**config.mk**
```make
export PLATFORM = sky130hd
export DESIGN_NAME = pulse_rate_band_indicator
export DESIGN_NICKNAME = d
export VERILOG_FILES = /design/src/prbi_pkg.sv /design/src/prbi_cfg_regs.sv /design/src/prbi_classifier.sv /design/src/pulse_rate_band_indicator.sv
export VERILOG_INCLUDE_DIRS = /design/src /design/src/src
export SDC_FILE = /design/constraint.sdc
export NUM_CORES = 1
export LEC_CHECK = 0
export BUFFER_PORTS_ARGS = -buffer_cell sky130_fd_sc_hd__buf_4
export CAP_MARGIN = 20
export CORE_UTILIZATION = 60
export CTS_CLUSTER_DIAMETER = 150
export DETAILED_ROUTE_END_ITERATION = 12
export PLACE_DENSITY = 0.79
export SYNTH_ARGS = -nofsm -noshare
export SYNTH_HDL_FRONTEND = slang
export SYNTH_SLANG_ARGS = --single-unit
```
**constraint.sdc**
```tcl
create_clock -name clk -period 10.1 [get_ports clk]
set_input_delay 1.515 -clock clk [delete_from_list [all_inputs] [get_ports clk]]
set_output_delay 1.515 -clock clk [all_outputs]
set_load 0.01 [all_outputs]
```
**src/pulse_rate_band_indicator_macros.svh**
```systemverilog
// Assertion macros shared by the pulse rate band indicator modules.
`ifndef PULSE_RATE_BAND_INDICATOR_MACROS_SVH
`define PULSE_RATE_BAND_INDICATOR_MACROS_SVH

// Checks a property at every rising clock edge while reset is released.
`define PRBI_ASSERT(label, prop, msg) \
    label: assert property (@(posedge clk) disable iff (!rst_n) (prop)) else $error(msg);

// Checks a property that also holds while reset is asserted.
`define PRBI_ASSERT_ALWAYS(label, prop, msg) \
    label: assert property (@(posedge clk) (prop)) else $error(msg);

`endif

```
**src/prbi_pkg.sv**
```systemverilog
// Package with the shared types and constants of the pulse rate band indicator.
package prbi_pkg;

    localparam int REG_W = 12;
    localparam int IDX_W = 3;

    // Configuration register indexes.
    localparam logic [IDX_W-1:0] IDX_LOW_MIN    = 3'd0;
    localparam logic [IDX_W-1:0] IDX_LOW_MAX    = 3'd1;
    localparam logic [IDX_W-1:0] IDX_HIGH_MIN   = 3'd2;
    localparam logic [IDX_W-1:0] IDX_HIGH_MAX   = 3'd3;
    localparam logic [IDX_W-1:0] IDX_BLINK_PER  = 3'd4;
    localparam logic [IDX_W-1:0] IDX_SILENCE_TO = 3'd5;

    // Reset values of the configuration registers.
    localparam logic [REG_W-1:0] RST_LOW_MIN    = 12'd200;
    localparam logic [REG_W-1:0] RST_LOW_MAX    = 12'd500;
    localparam logic [REG_W-1:0] RST_HIGH_MIN   = 12'd143;
    localparam logic [REG_W-1:0] RST_HIGH_MAX   = 12'd199;
    localparam logic [REG_W-1:0] RST_BLINK_PER  = 12'd167;
    localparam logic [REG_W-1:0] RST_SILENCE_TO = 12'd2000;

    // Rate class codes.
    localparam logic [1:0] CLASS_NONE = 2'd0;
    localparam logic [1:0] CLASS_LOW  = 2'd1;
    localparam logic [1:0] CLASS_HIGH = 2'd2;

    typedef struct packed {
        logic [REG_W-1:0] low_band_min;
        logic [REG_W-1:0] low_band_max;
        logic [REG_W-1:0] high_band_min;
        logic [REG_W-1:0] high_band_max;
        logic [REG_W-1:0] blink_period;
        logic [REG_W-1:0] silence_timeout;
    } cfg_t;

    typedef struct packed {
        logic       indicator_drive;
        logic [1:0] rate_class;
    } result_t;

endpackage

```
**src/prbi_cfg_regs.sv**
```systemverilog
// Configuration register bank of the pulse rate band indicator.
module prbi_cfg_regs (
    input  logic                       clk,
    input  logic                       rst_n,
    input  logic                       cfg_we,
    input  logic [prbi_pkg::IDX_W-1:0] cfg_index,
    input  logic [prbi_pkg::REG_W-1:0] cfg_data,
    output prbi_pkg::cfg_t             cfg
);
    import prbi_pkg::*;

    cfg_t cfg_reg;
    cfg_t cfg_next;

    always_comb
    begin
        cfg_next = cfg_reg;
        if (cfg_we)
        begin
            case (cfg_index)
                IDX_LOW_MIN:    cfg_next.low_band_min    = cfg_data;
                IDX_LOW_MAX:    cfg_next.low_band_max    = cfg_data;
                IDX_HIGH_MIN:   cfg_next.high_band_min   = cfg_data;
                IDX_HIGH_MAX:   cfg_next.high_band_max   = cfg_data;
                IDX_BLINK_PER:  cfg_next.blink_period    = cfg_data;
                IDX_SILENCE_TO: cfg_next.silence_timeout = cfg_data;
                default:        cfg_next = cfg_reg;
            endcase
        end
    end

    always_ff @(posedge clk or negedge rst_n)
    begin
        if (!rst_n)
        begin
            cfg_reg.low_band_min    <= RST_LOW_MIN;
            cfg_reg.low_band_max    <= RST_LOW_MAX;
            cfg_reg.high_band_min   <= RST_HIGH_MIN;
            cfg_reg.high_band_max   <= RST_HIGH_MAX;
            cfg_reg.blink_period    <= RST_BLINK_PER;
            cfg_reg.silence_timeout <= RST_SILENCE_TO;
        end
        else
        begin
            cfg_reg <= cfg_next;
        end
    end

    assign cfg = cfg_reg;

endmodule

```
**src/prbi_classifier.sv**
```systemverilog
// Interval counter, band classification and indicator blink logic.
module prbi_classifier #(
    parameter int COUNT_BITS = 12
) (
    input  logic              clk,
    input  logic              rst_n,
    input  logic              step,
    input  logic              pin_level,
    input  prbi_pkg::cfg_t    cfg,
    output prbi_pkg::result_t result
);
    import prbi_pkg::*;

    `include "pulse_rate_band_indicator_macros.svh"

    localparam int CMP_W = (COUNT_BITS > REG_W) ? COUNT_BITS : REG_W;
    localparam logic [COUNT_BITS-1:0] CNT_MAX = {COUNT_BITS{1'b1}};

    logic                  prev_reg;
    logic                  prev_next;
    logic [COUNT_BITS-1:0] interval_reg;
    logic [COUNT_BITS-1:0] interval_next;
    logic [1:0]            class_reg;
    logic [1:0]            class_next;
    logic [COUNT_BITS-1:0] blink_reg;
    logic [COUNT_BITS-1:0] blink_next;
    logic                  phase_reg;
    logic                  phase_next;
    logic                  ind_reg;
    logic                  ind_next;

    logic [COUNT_BITS-1:0] interval_inc;
    logic [CMP_W-1:0]      interval_wide;
    logic [CMP_W-1:0]      timeout_wide;
    logic [COUNT_BITS-1:0] blink_inc;
    logic                  falling;

    // Both counters stop at their top value instead of wrapping.
    assign interval_inc = (interval_reg == CNT_MAX) ? CNT_MAX : interval_reg + 1'b1;
    assign blink_inc    = (blink_reg == CNT_MAX) ? CNT_MAX : blink_reg + 1'b1;
    assign falling      = prev_reg && !pin_level;
    assign timeout_wide = CMP_W'(cfg.silence_timeout);

    always_comb
    begin
        prev_next     = pin_level;
        interval_next = interval_inc;
        class_next    = class_reg;
        blink_next    = blink_reg;
        phase_next    = phase_reg;
        ind_next      = ind_reg;

        // A falling edge closes the interval; the low band is tested first.
        if (falling)
        begin
            if ((CMP_W'(interval_inc) >= CMP_W'(cfg.low_band_min)) &&
                (CMP_W'(interval_inc) <= CMP_W'(cfg.low_band_max)))
            begin
                class_next = CLASS_LOW;
            end
            else if ((CMP_W'(interval_inc) >= CMP_W'(cfg.high_band_min)) &&
                     (CMP_W'(interval_inc) <= CMP_W'(cfg.high_band_max)))
            begin
                class_next = CLASS_HIGH;
            end
            else
            begin
                class_next = CLASS_NONE;
            end
            interval_next = '0;
        end

        // Silence: the class drops and the counter parks at the timeout.
        interval_wide = CMP_W'(interval_next);
        if (interval_wide >= timeout_wide)
        begin
            class_next    = CLASS_NONE;
            interval_next = timeout_wide[COUNT_BITS-1:0];
        end

        if (class_next == CLASS_HIGH)
        begin
            blink_next = blink_inc;
            if (CMP_W'(blink_inc) >= CMP_W'(cfg.blink_period))
            begin
                blink_next = '0;
                phase_next = !phase_reg;
                ind_next   = !phase_reg;
            end
        end
        else
        begin
            ind_next   = (class_next == CLASS_LOW) ? 1'b0 : 1'b1;
            blink_next = '0;
            phase_next = 1'b0;
        end
    end

    always_ff @(posedge clk or negedge rst_n)
    begin
        if (!rst_n)
        begin
            prev_reg     <= 1'b1;
            interval_reg <= '0;
            class_reg    <= CLASS_NONE;
            blink_reg    <= '0;
            phase_reg    <= 1'b0;
            ind_reg      <= 1'b1;
        end
        else if (step)
        begin
            prev_reg     <= prev_next;
            interval_reg <= interval_next;
            class_reg    <= class_next;
            blink_reg    <= blink_next;
            phase_reg    <= phase_next;
            ind_reg      <= ind_next;
        end
    end

    assign result.indicator_drive = ind_next;
    assign result.rate_class      = class_next;

    `PRBI_ASSERT(a_low_is_lit, (class_reg == CLASS_LOW) |-> !ind_reg, "low band but indicator dark")
    `PRBI_ASSERT(a_none_is_dark, (class_reg == CLASS_NONE) |-> (ind_reg && !phase_reg),
                 "no class but indicator lit or phase set")
    `PRBI_ASSERT(a_blink_idle, (class_reg != CLASS_HIGH) |-> (blink_reg == '0),
                 "blink counter running outside high band")
    `PRBI_ASSERT(a_hold_state, !step |=> ($stable(interval_reg) && $stable(class_reg)),
                 "state changed without a tick")

endmodule

```
**src/pulse_rate_band_indicator.sv**
```systemverilog
// Top level of the pulse rate band indicator: handshake stages and submodules.
//
// The block classifies the rate of falling edges on a sampled signal pin.
// Each request on the slave stream (s_tvalid/s_tready/s_tdata) is one
// one-millisecond tick carrying the pin level in s_tdata bit 0. Every tick
// produces exactly one request on the master stream (m_tvalid/m_tready/
// m_tdata) with the indicator pin level and the current rate class.
// The interval since the last falling edge is compared against the low and
// high band windows; the class falls back to none after the silence timeout.
// Band limits, blink period and timeout are written through cfg_we, cfg_index
// and cfg_data; unknown indexes are ignored. The user must write them only
// while the block is idle; the block itself does not enforce this.
// The tick is held in the input register until the pipeline advances; its result
// is then loaded into the result register, which raises m_tvalid.
// Throughput is one tick per cycle while the receiver does not stall.
// When the receiver stalls, the result register holds and the input register
// takes one more tick before s_tready drops; no request is lost or repeated.
// Reset clears both stages, puts the registers at their default values,
// the last pin level at high (idle pull-up), the class at none and the
// indicator dark.
module pulse_rate_band_indicator #(
    parameter int COUNT_BITS = 12
) (
    input  logic                       clk,
    input  logic                       rst_n,
    input  logic                       s_tvalid,
    output logic                       s_tready,
    input  logic [7:0]                 s_tdata,   // [0] pin_level
    output logic                       m_tvalid,
    input  logic                       m_tready,
    output logic [7:0]                 m_tdata,   // [0] indicator_drive, [2:1] rate_class
    input  logic                       cfg_we,
    input  logic [prbi_pkg::IDX_W-1:0] cfg_index,
    input  logic [prbi_pkg::REG_W-1:0] cfg_data
);
    import prbi_pkg::*;

    `include "pulse_rate_band_indicator_macros.svh"

    cfg_t    cfg;
    result_t result;
    result_t result_reg;

    logic in_valid_reg;
    logic in_valid_next;
    logic pin_reg;
    logic out_valid_reg;
    logic out_valid_next;
    logic advance;
    logic step;
    logic in_accept;

    // The pipeline moves whenever the result slot is empty or being taken.
    assign advance   = !out_valid_reg || m_tready;
    assign s_tready  = !in_valid_reg || advance;
    assign in_accept = s_tvalid && s_tready;
    assign step      = in_valid_reg && advance;

    assign in_valid_next  = s_tready ? s_tvalid : in_valid_reg;
    assign out_valid_next = advance ? in_valid_reg : out_valid_reg;

    prbi_cfg_regs u_cfg_regs (
        .clk       (clk),
        .rst_n     (rst_n),
        .cfg_we    (cfg_we),
        .cfg_index (cfg_index),
        .cfg_data  (cfg_data),
        .cfg       (cfg)
    );

    prbi_classifier #(
        .COUNT_BITS (COUNT_BITS)
    ) u_classifier (
        .clk       (clk),
        .rst_n     (rst_n),
        .step      (step),
        .pin_level (pin_reg),
        .cfg       (cfg),
        .result    (result)
    );

    always_ff @(posedge clk or negedge rst_n)
    begin
        if (!rst_n)
        begin
            in_valid_reg  <= 1'b0;
            out_valid_reg <= 1'b0;
        end
        else
        begin
            in_valid_reg  <= in_valid_next;
            out_valid_reg <= out_valid_next;
        end
    end

    // Payload registers load only on their own handshake events.
    always_ff @(posedge clk)
    begin
        if (in_accept)
        begin
            pin_reg <= s_tdata[0];
        end
        if (step)
        begin
            result_reg <= result;
        end
    end

    assign m_tvalid = out_valid_reg;
    assign m_tdata  = {5'b0, result_reg.rate_class, result_reg.indicator_drive};

    `PRBI_ASSERT(a_class_code, m_tvalid |-> (result_reg.rate_class <= CLASS_HIGH),
                 "undefined rate class on output")
    `PRBI_ASSERT(a_no_drop, (in_valid_reg && !advance) |=> in_valid_reg,
                 "stalled tick dropped from input stage")
    `PRBI_ASSERT(a_step_fills, step |=> m_tvalid, "processed tick did not reach the output")

endmodule
```
==> out/qor.yml, run 1 <==
drt:
  drc: 0
  routed_wirelength_mm: 14.1
  dr.first_iter.drc_count: 225
  vias: 5050
  ant_nets: 0
  drt-wirelength-per-cell_um: 16.3
  drt_first_pass_iters: 5
  vias_per_cell: 5.84
pwr:
  power_density_mw_per_mm2: 203
  leakagePower_nw: 3.41
  ir_drop_v: 0.000115
cts:
  cts_hold_buf: 0
  clock_sinks: 107
  h-tree-depth: 3
  numCtsBuffers: 9
  tritoncts: "done"
  cts_max_path_buffers: 2
  cts-root-buf: "clkbuf_8"
  cts_resized: 0
  clk_pin_slew_ns: 0.11
  worstSkewPairLatency_ns: 0.40
  post-cts-setup-buffer-count: 0
sta:
  finalHoldViolations: 0
  finalSetupTns_ns: 0
  worst_slew_pin_slew_ns: 0.946
  period_needed_ns: 4.44
  rsz0062_at_grt: "false"
  skew_ns: 0.0162
  slew_viol_final: 0
  layout_setup_ws_ns: 5.66
  setup_viol_count_final: 0
  slew_headroom: 0.368
  max_freq_mhz: 225
  period_share: 0.440
worst_setup_path:
  worstSetupEndpoint: "u_classifier.phase_reg"
  cp-startpoint: "u_classifier.interval_reg[0]"
  cp_data_required_time_ns: 10.38
  start_kind: "register"
  r2r_setup_slack_ns: 5.66
  worstSetupEndpointType: "register"
  critPathMaxFanout: 18
  ff2ff_path_depth: 14
  path_class: "register to register"
  r2r_start: "u_classifier.interval_reg[0]"
  r2r_end: "u_classifier.phase_reg"
  cp.arrival_ns: 4.72
global_route:
  grt_usage: 0.270
  grt_pass1_vias: 5069
  grt_start_max_net_pins: 84
  antenna_found_initial: 0
  grt_pass1_wl_mm: 24.1
  overflow: 0
final_layout:
  final_common_cell: "nand2_1"
  layout-drive-gt1-share: 0.174
  final_cell_mix: "nand2_1 (98), ha_1 (74), dfrtp_1 (71)"
  area_growth_pct: 7.47
  postLayoutCoreUtil: 0.677
  largest_reg_flops: 72
  diodes: 0
  final_nets: 825
floorplanning:
  dieArea_mm2: 0.0115
  die_h_um: 107
  ioPinCount: 38
  die_width_um: 107
  std_cell_rows: 37
  initial_core_util: 0.630
  core_mm2: 0.0105
yosys:
  netlist_area_mm2: 0.00662
  synth-seq-area-share: 0.414
  synth-seq-cells: 107
  async_flop_share: 0.963
  syn_inst: 706
  ys_types: 61
  synth_area_per_cell_um2: 9.38
  yosysWarnings: 0
  ys.flop_type: "dfrtp_1"
  synth-edff-count: 4
hold_path:
  min_path_type: "register to register"
  whs_path_depth: 2
run_status:
  status: "completed"
placement:
  place_ws_ns: 5.81
  portBuffers: 25
  place.gp.congestion: 0.806
  place_hpwl_mm: 10.2
job:
  drv_cap: 0
-- through the flow --
step | cell area, µm² | total power [mW] | hold slack, ns | cells
6_report | 7110 | 1.44 | 0.478 | 864
5_1_grt | 7110 | 1.55 | 0.505 | 864
4_1_cts | 7070 | 1.44 | 0.479 | 862
3_5_place_dp | 6890 | 1.19 | 0.467 | 846
3_3_place_gp | 6890 | 1.14 | 0.452 | 846
2_1_floorplan | 6630 | 1.02 | 0.444 | 710
-- area by class of cell --
type                       instances  area (µm²)
multi-input combinational        503        3490
inverter                          69         259
timing repair buffer              33         272
clock buffer                      13         159
clock inverter                     3        23.8
sequential                       107        2740
fill                             802        3400
tap                              136         170
-- critical path, stage by stage, from the launching register on --
cell	delay [ns]
dfrtp_1	0.41
ha_1	0.20
and3_1	0.24
and4_1	0.35
nand3_2	0.36
and2_1	0.37
ha_1	0.29
nand2b_1	0.14
a31oi_1	0.20
o21ai_0	0.17
a2111oi_1	0.81
a22oi_2	0.18
and4bb_4	0.31
nor2_1	0.16
o21ai_0	0.11
-- how the worst min path moves through the flow --
stage	start	to
after floorplan	u_classifier.prev_reg	u_classifier.prev_reg
after global placement	u_classifier.prev_reg	u_classifier.prev_reg
after detailed placement	u_classifier.prev_reg	u_classifier.prev_reg
after CTS	u_classifier.prev_reg	u_classifier.prev_reg
after global routing	u_classifier.prev_reg	u_classifier.prev_reg
final	u_classifier.prev_reg	u_classifier.prev_reg
-- cells by family after synthesis --
logic type / share of synthesized area
compound gates: 0.136
other cells: 0.000567
simple gates: 0.163
flops: 0.414
xor+xnor: 0.0185
mux: 0.0643
buf+inv: 0.0641
fa+ha+maj: 0.140
-- cell usage after synthesis, drive strengths merged, types with 6 or more instances --
library cell / count / area [µm²]
a21o: 7 / 52.6
a21oi: 47 / 250
a31oi: 7 / 43.8
and2: 8 / 50.1
and3: 9 / 56.3
and4: 6 / 52.6
buf: 16 / 101
clkbuf: 15 / 63.8
dfrtp: 71 / 1780
dfstp: 32 / 841
ha: 74 / 926
inv: 68 / 255
mux2: 28 / 315
mux2i: 11 / 110
nand2: 98 / 368
nand2b: 10 / 62.6
nand3: 21 / 110
nand4: 12 / 90.1
nor2: 28 / 105
nor2b: 7 / 43.8
o21ai: 67 / 339
xnor2: 10 / 87.6
-- power breakdown --
| group | total [mW] | switching, mW | internal, mW |
|---|---|---|---|
| Clock | 0.252 | 0.148 | 0.104 |
| Sequential | 0.595 | 0.0538 | 0.542 |
| Combinational | 0.593 | 0.336 | 0.258 |
| Total | 1.44 | 0.538 | 0.903 |
-- metal layers --
metal  global-route usage  part of all wire  vias up
li1                     -                 -     2461
met1                0.359              0.46     2462
met2                0.433              0.48      101
met3               0.0571             0.043       26
met4                0.104             0.023        0
met5                    0                 0        -
No activity file was read; power rests on OpenSTA's default activity.
==> run 2, diff against run 1 <==
--- a/config.mk
+++ b/config.mk
@@ -6,12 +6,13 @@
 export SDC_FILE = /design/constraint.sdc
 export NUM_CORES = 1
 export LEC_CHECK = 0
+export ABC_AREA = 1
 export BUFFER_PORTS_ARGS = -buffer_cell sky130_fd_sc_hd__buf_4
 export CAP_MARGIN = 20
-export CORE_UTILIZATION = 60
+export CORE_UTILIZATION = 56
 export CTS_CLUSTER_DIAMETER = 150
 export DETAILED_ROUTE_END_ITERATION = 12
-export PLACE_DENSITY = 0.79
+export PLACE_DENSITY = 0.77
 export SYNTH_ARGS = -nofsm -noshare
 export SYNTH_HDL_FRONTEND = slang
 export SYNTH_SLANG_ARGS = --single-unit
==> constraint.sdc (replaced) <==
create_clock -name clk -period 3.8 [get_ports clk]
set_input_delay 0.57 -clock clk [delete_from_list [all_inputs] [get_ports clk]]
set_output_delay 0.57 -clock clk [all_outputs]
set_load 0.01 [all_outputs]
==> out/qor.yml, run 2 <==
worst_setup_path:
  ff2ff_path_depth: 21
  cp_data_required_time_ns: 4.09
  r2r_start: "u_classifier.interval_reg[3]"
  crit_family: "simple AND/OR/NAND/NOR gates"
  critPathMostFrequentCell: "nand2_1"
  crit_slowest_cell: "dfrtp_1"
  critPathMaxFanout: 13
  r2r_setup_slack_ns: 0.42
  path_cells: "nand2_1 -> nor3_2 -> nand2_1 -> nor2_1 -> nand3_1 -> a21oi_1 -> o21ai_2 -> ha_1 -> nand2_1 -> nor2_1 -> nand2_1 -> nor2_1 -> nand2_1 -> a21oi_1 -> nand3_1 -> nand2_1 -> nand4_2 -> buf_4 -> nand2_1 -> nand2_1 -> nand2_1"
  path_class: "register to register"
  cp_slowest_stage_delay_ns: 0.42
  r2r_end: "u_classifier.phase_reg"
  start_kind: "register"
  crit_buf_inv: 1
  worstSetupEndpointType: "register"
  cp.arrival_ns: 3.67
placement:
  dp_cells: 1026
  portBuffers: 25
  place.gp.congestion: 0.862
  place_hpwl_mm: 10.6
sta:
  rsz0062_at_grt: "false"
  max_freq_mhz: 296
  skew_ns: 0.00723
  setup_viol_count_final: 0
  slew_headroom: 0.401
  finalSetupTns_ns: 0
  period_share: 0.890
  period_needed_ns: 3.38
  finalHoldViolations: 0
  slew_viol_final: 0
  worst_slew_pin_slew_ns: 0.898
cts:
  post-cts-setup-buffer-count: 0
  cts_hold_buf: 0
  tritoncts: "done"
  cts_max_path_buffers: 2
  clk_pin_slew_ns: 0.07
  clock_sinks: 107
  h-tree-depth: 3
  cts_resized: 0
  worstSkewPairLatency_ns: 0.36
  cts-root-buf: "clkbuf_16"
  numCtsBuffers: 9
yosys:
  yosysTopAreaCell: "dfrtp_1"
  netlist_area_mm2: 0.00677
  yosysWarnings: 0
  async_flop_share: 0.963
  synth_area_per_cell_um2: 7.77
  ys.flop_type: "dfrtp_1"
  synth-seq-area-share: 0.404
  yosys-top-cells-count: "nand2_1 (235), inv_1 (141), o21ai_0 (81), ha_1 (74), dfrtp_1 (71)"
  syn_inst: 872
  synth_most_common_cell: "nand2_1"
  synth-seq-cells: 107
  ys_types: 43
  synth-edff-count: 4
  synth_top_area_frac: 0.262
  synth_area_leaders: "dfrtp_1 (26%), ha_1 (14%), nand2_1 (13%), dfstp_2 (12%), inv_1 (7.8%)"
final_layout:
  final_nets: 996
  diodes: 0
  stdcell_count: 1042
  layout-drive-gt1-share: 0.138
  area_growth_pct: 8.94
  largest_reg_flops: 72
  fill_cells: 1029
  final_cell_mix: "nand2_1 (235), inv_1 (141), o21ai_0 (81)"
  final_common_cell: "nand2_1"
  multi_input_area_mm2: 0.00334
  seq_area_mm2: 0.00274
run_status:
  status: "complete, but fails checks"
  violations: "DRC"
pwr:
  power_density_mw_per_mm2: 618
  leakagePower_nw: 3.93
  ir_drop_v: 0.000330
  power_mw: 4.56
drt:
  drt_first_pass_iters: 9
  drc: 2
  ant_nets: 0
  drt-wirelength-per-cell_um: 13.9
  vias_per_cell: 5.28
  dr.first_iter.drc_count: 342
  routed_wirelength_mm: 14.5
  vias: 5497
job:
  drv_cap: 0
floorplanning:
  std_cell_rows: 39
  initial_core_util: 0.583
  die_h_um: 112
  core_mm2: 0.0116
  ioPinCount: 38
  die_width_um: 112
  dieArea_mm2: 0.0125
global_route:
  grt_start_max_net_pins: 58
  antenna_found_initial: 0
  grt_pass1_wl_mm: 24.6
  overflow: 0
  grt_usage: 0.254
  grt_pass1_vias: 5056
hold_path:
  min_path_type: "primary input to asynchronous set/reset pin"
## run 2: changes by cell type in the layout (fill, tap and decap cells not counted), sizes merged, moves of 10 or more
| cell | delta |
|---|---|
| mux2i | -11 |
| inv | +90 |
| mux2 | -28 |
| nand2 | +143 |
| nand2b | -10 |
| o21ai | +45 |
## run 2: worst max path at each step
stage	from	endpoint	slack, ns	cells past startpoint
after global routing	u_classifier.interval_reg[0]	u_classifier.phase_reg	0.06	23
after floorplan	u_classifier.interval_reg[0]	m_tdata[0]	0.92	21
final	u_classifier.interval_reg[3]	u_classifier.phase_reg	0.42	21
after global placement	u_classifier.interval_reg[0]	u_classifier.phase_reg	0.41	20
after detailed placement	u_classifier.interval_reg[0]	u_classifier.phase_reg	0.36	20
after CTS	u_classifier.interval_reg[0]	u_classifier.phase_reg	0.34	20
## run 2: stage by stage
stage          utilization  hold slack (ns)  cell area, µm²  setup slack (ns)
3_3_place_gp         0.611            0.463            7090             0.412
3_5_place_dp         0.611            0.468            7090             0.356
6_report             0.635            0.257            7380             0.420
5_1_grt              0.635            0.320            7380            0.0562
2_1_floorplan            -            0.274            6790             0.917
4_1_cts              0.635            0.297            7370             0.341
## run 2: area by class of cell
cell class | instances | share of cell area
multi-input combinational | 583 | 0.452
sequential | 107 | 0.371
inverter | 160 | 0.0817
clock buffer | 15 | 0.0363
timing repair buffer | 33 | 0.0336
tap | 143 | 0.0242
clock inverter | 1 | 0.00102
## run 2: kinds of logic after synthesis
family	synth area share
AND/OR/NAND/NOR	0.209
XOR/XNOR	0.00776
AO/OA/AOI/OAI	0.135
adder cells (fa/ha/maj)	0.137
flip-flops	0.404
other	0.000554
buffers and inverters	0.107
## run 2: routing by layer
metal  vias up  global-route usage  wire [µm]
met4         0              0.0951        324
li1       2815                   -          -
met5         -                   0          0
met3        21              0.0354        577
met2        96               0.406       6610
met1      2565               0.352       7010
## run 2: power by group
group | total, mW | leakage (nW) | switching (mW) | internal (mW)
Sequential | 1.58 | 1.28 | 0.145 | 1.44
Clock | 0.889 | 0.130 | 0.407 | 0.482
Combinational | 2.09 | 2.51 | 1.32 | 0.775
==> run 3, diff against run 2 <==
--- a/config.mk
+++ b/config.mk
@@ -9,10 +9,11 @@
 export ABC_AREA = 1
 export BUFFER_PORTS_ARGS = -buffer_cell sky130_fd_sc_hd__buf_4
 export CAP_MARGIN = 20
-export CORE_UTILIZATION = 56
+export CORE_UTILIZATION = 58
+export CTS_BUF_LIST = sky130_fd_sc_hd__clkbuf_4 sky130_fd_sc_hd__clkbuf_8
 export CTS_CLUSTER_DIAMETER = 150
 export DETAILED_ROUTE_END_ITERATION = 12
-export PLACE_DENSITY = 0.77
+export PLACE_DENSITY = 0.79
 export SYNTH_ARGS = -nofsm -noshare
 export SYNTH_HDL_FRONTEND = slang
 export SYNTH_SLANG_ARGS = --single-unit
==> out/qor.yml, run 3 (synthesis gave the netlist of run 2 again) <==
final_layout:
  largest_reg_flops: 72
  area_growth_pct: 7.61
  layout-drive-gt1-share: 0.137
  fill_cells: 1034
  multi_input_area_mm2: 0.00334
  final_cell_mix: "nand2_1 (235), inv_1 (141), o21ai_0 (81)"
  stdcell_count: 1039
  final_common_cell: "nand2_1"
  diodes: 0
  final_nets: 993
  seq_area_mm2: 0.00274
sta:
  rsz0062_at_grt: "false"
  slew_viol_final: 0
  finalSetupTns_ns: 0
  setup_viol_count_final: 0
  worst_slew_pin_slew_ns: 0.851
  period_share: 0.908
  layout_setup_ws_ns: 0.350
  skew_ns: 0.00997
  max_freq_mhz: 290
  finalHoldViolations: 0
  slew_headroom: 0.433
  period_needed_ns: 3.45
worst_setup_path:
  critPathMostFrequentCell: "nand2_1"
  crit_slowest_cell: "dfrtp_1"
  worstSetupEndpointType: "register"
  cp_data_required_time_ns: 3.96
  critPathMaxFanout: 5
  crit_buf_inv: 1
  crit_family: "simple AND/OR/NAND/NOR gates"
  ff2ff_path_depth: 21
  start_kind: "register"
  path_cells: "ha_1 -> nand3_1 -> nor3_2 -> nand3_1 -> nor3_1 -> a21oi_1 -> o21ai_1 -> ha_1 -> nand2_1 -> inv_2 -> nand2_1 -> nor2_1 -> nand2_1 -> nand3_1 -> nand2_1 -> nand2_1 -> nand3_1 -> nand2_1 -> nand2_1 -> nand2_1 -> and2_1"
  cp.arrival_ns: 3.61
  cp_slowest_stage_delay_ns: 0.41
  path_class: "register to register"
  critical_path_depth: 21
global_route:
  grt_start_max_net_pins: 68
  grt_usage: 0.266
  antenna_found_initial: 0
  overflow: 0
  grt_pass1_wl_mm: 24.2
  grt_pass1_vias: 4978
floorplanning:
  std_cell_rows: 39
  initial_core_util: 0.593
  die_width_um: 110
  dieArea_mm2: 0.0121
  ioPinCount: 38
  core_mm2: 0.0114
  die_h_um: 110
hold_path:
  min_path_type: "primary input to asynchronous set/reset pin"
pwr:
  power_mw: 4.43
  ir_drop_v: 0.000354
  power_density_mw_per_mm2: 609
  leakagePower_nw: 3.89
cts:
  numCtsBuffers: 9
  h-tree-depth: 3
  cts_max_path_buffers: 2
  worstSkewPairLatency_ns: 0.39
  clk_pin_slew_ns: 0.10
  cts_hold_buf: 0
  cts-root-buf: "clkbuf_8"
  post-cts-setup-buffer-count: 0
  tritoncts: "done"
  clock_sinks: 107
drt:
  drc: 0
  drt_first_pass_iters: 5
  vias: 5472
  routed_wirelength_mm: 14.5
  ant_nets: 0
  vias_per_cell: 5.27
  dr.first_iter.drc_count: 317
  drt-wirelength-per-cell_um: 14.0
placement:
  dp_cells: 1023
  place_ws_ns: 0.231
  place_hpwl_mm: 10.6
  place.gp.congestion: 0.869
  portBuffers: 25
run_status:
  status: "completed"
job:
  drv_cap: 0
run 3: path summary, 6_finish.rpt:
| path | slack (ns) | startpoint | endpoint |
|---|---|---|---|
| max | 0.35 | u_classifier.interval_reg[0] | m_tdata[0] |
| max reg2reg | 0.35 | u_classifier.interval_reg[0] | m_tdata[0] |
| max in group asynchronous | 2.67 | rst_n | u_cfg_regs.cfg[53] |
| min | 0.28 | rst_n | m_tvalid |
| min in group clk | 0.35 | s_tdata[0] | pin_reg |
| min reg2reg | 0.49 | u_classifier.ind_reg | u_classifier.ind_reg |
run 3: final cells by class:
cell class / count / share of cell area
well taps: 143 / 0.0245
clock buffers: 12 / 0.0218
inverters: 160 / 0.0827
clock inverters: 4 / 0.00670
multi-input cells: 583 / 0.458
flip-flops and latches: 107 / 0.376
repair buffers: 30 / 0.0309
run 3: power breakdown:
group	switching, mW	internal [mW]
clock	0.402	0.349
sequential	0.146	1.43
combinational	1.34	0.770
run 3: what timing repair did:
item                                   4_1_cts  5_1_grt
resized for setup                            0        1
setup endpoints to repair                    0       13
endpoints found under the hold margin        0        0
run 3: stage by stage:
stage,hold WS [ns],util,area [µm²]
6_report,0.283,0.638,7290
5_1_grt,0.334,0.638,7290
4_1_cts,0.312,0.638,7280
3_5_place_dp,0.464,0.619,7070
3_3_place_gp,0.464,0.619,7070
2_1_floorplan,0.274,-,6790
run 3: layer usage:
metal / track usage / share of wire
met1: 0.360 / 0.47
met2: 0.434 / 0.46
met3: 0.0523 / 0.049
met4: 0.0771 / 0.021
met5: 0 / 0
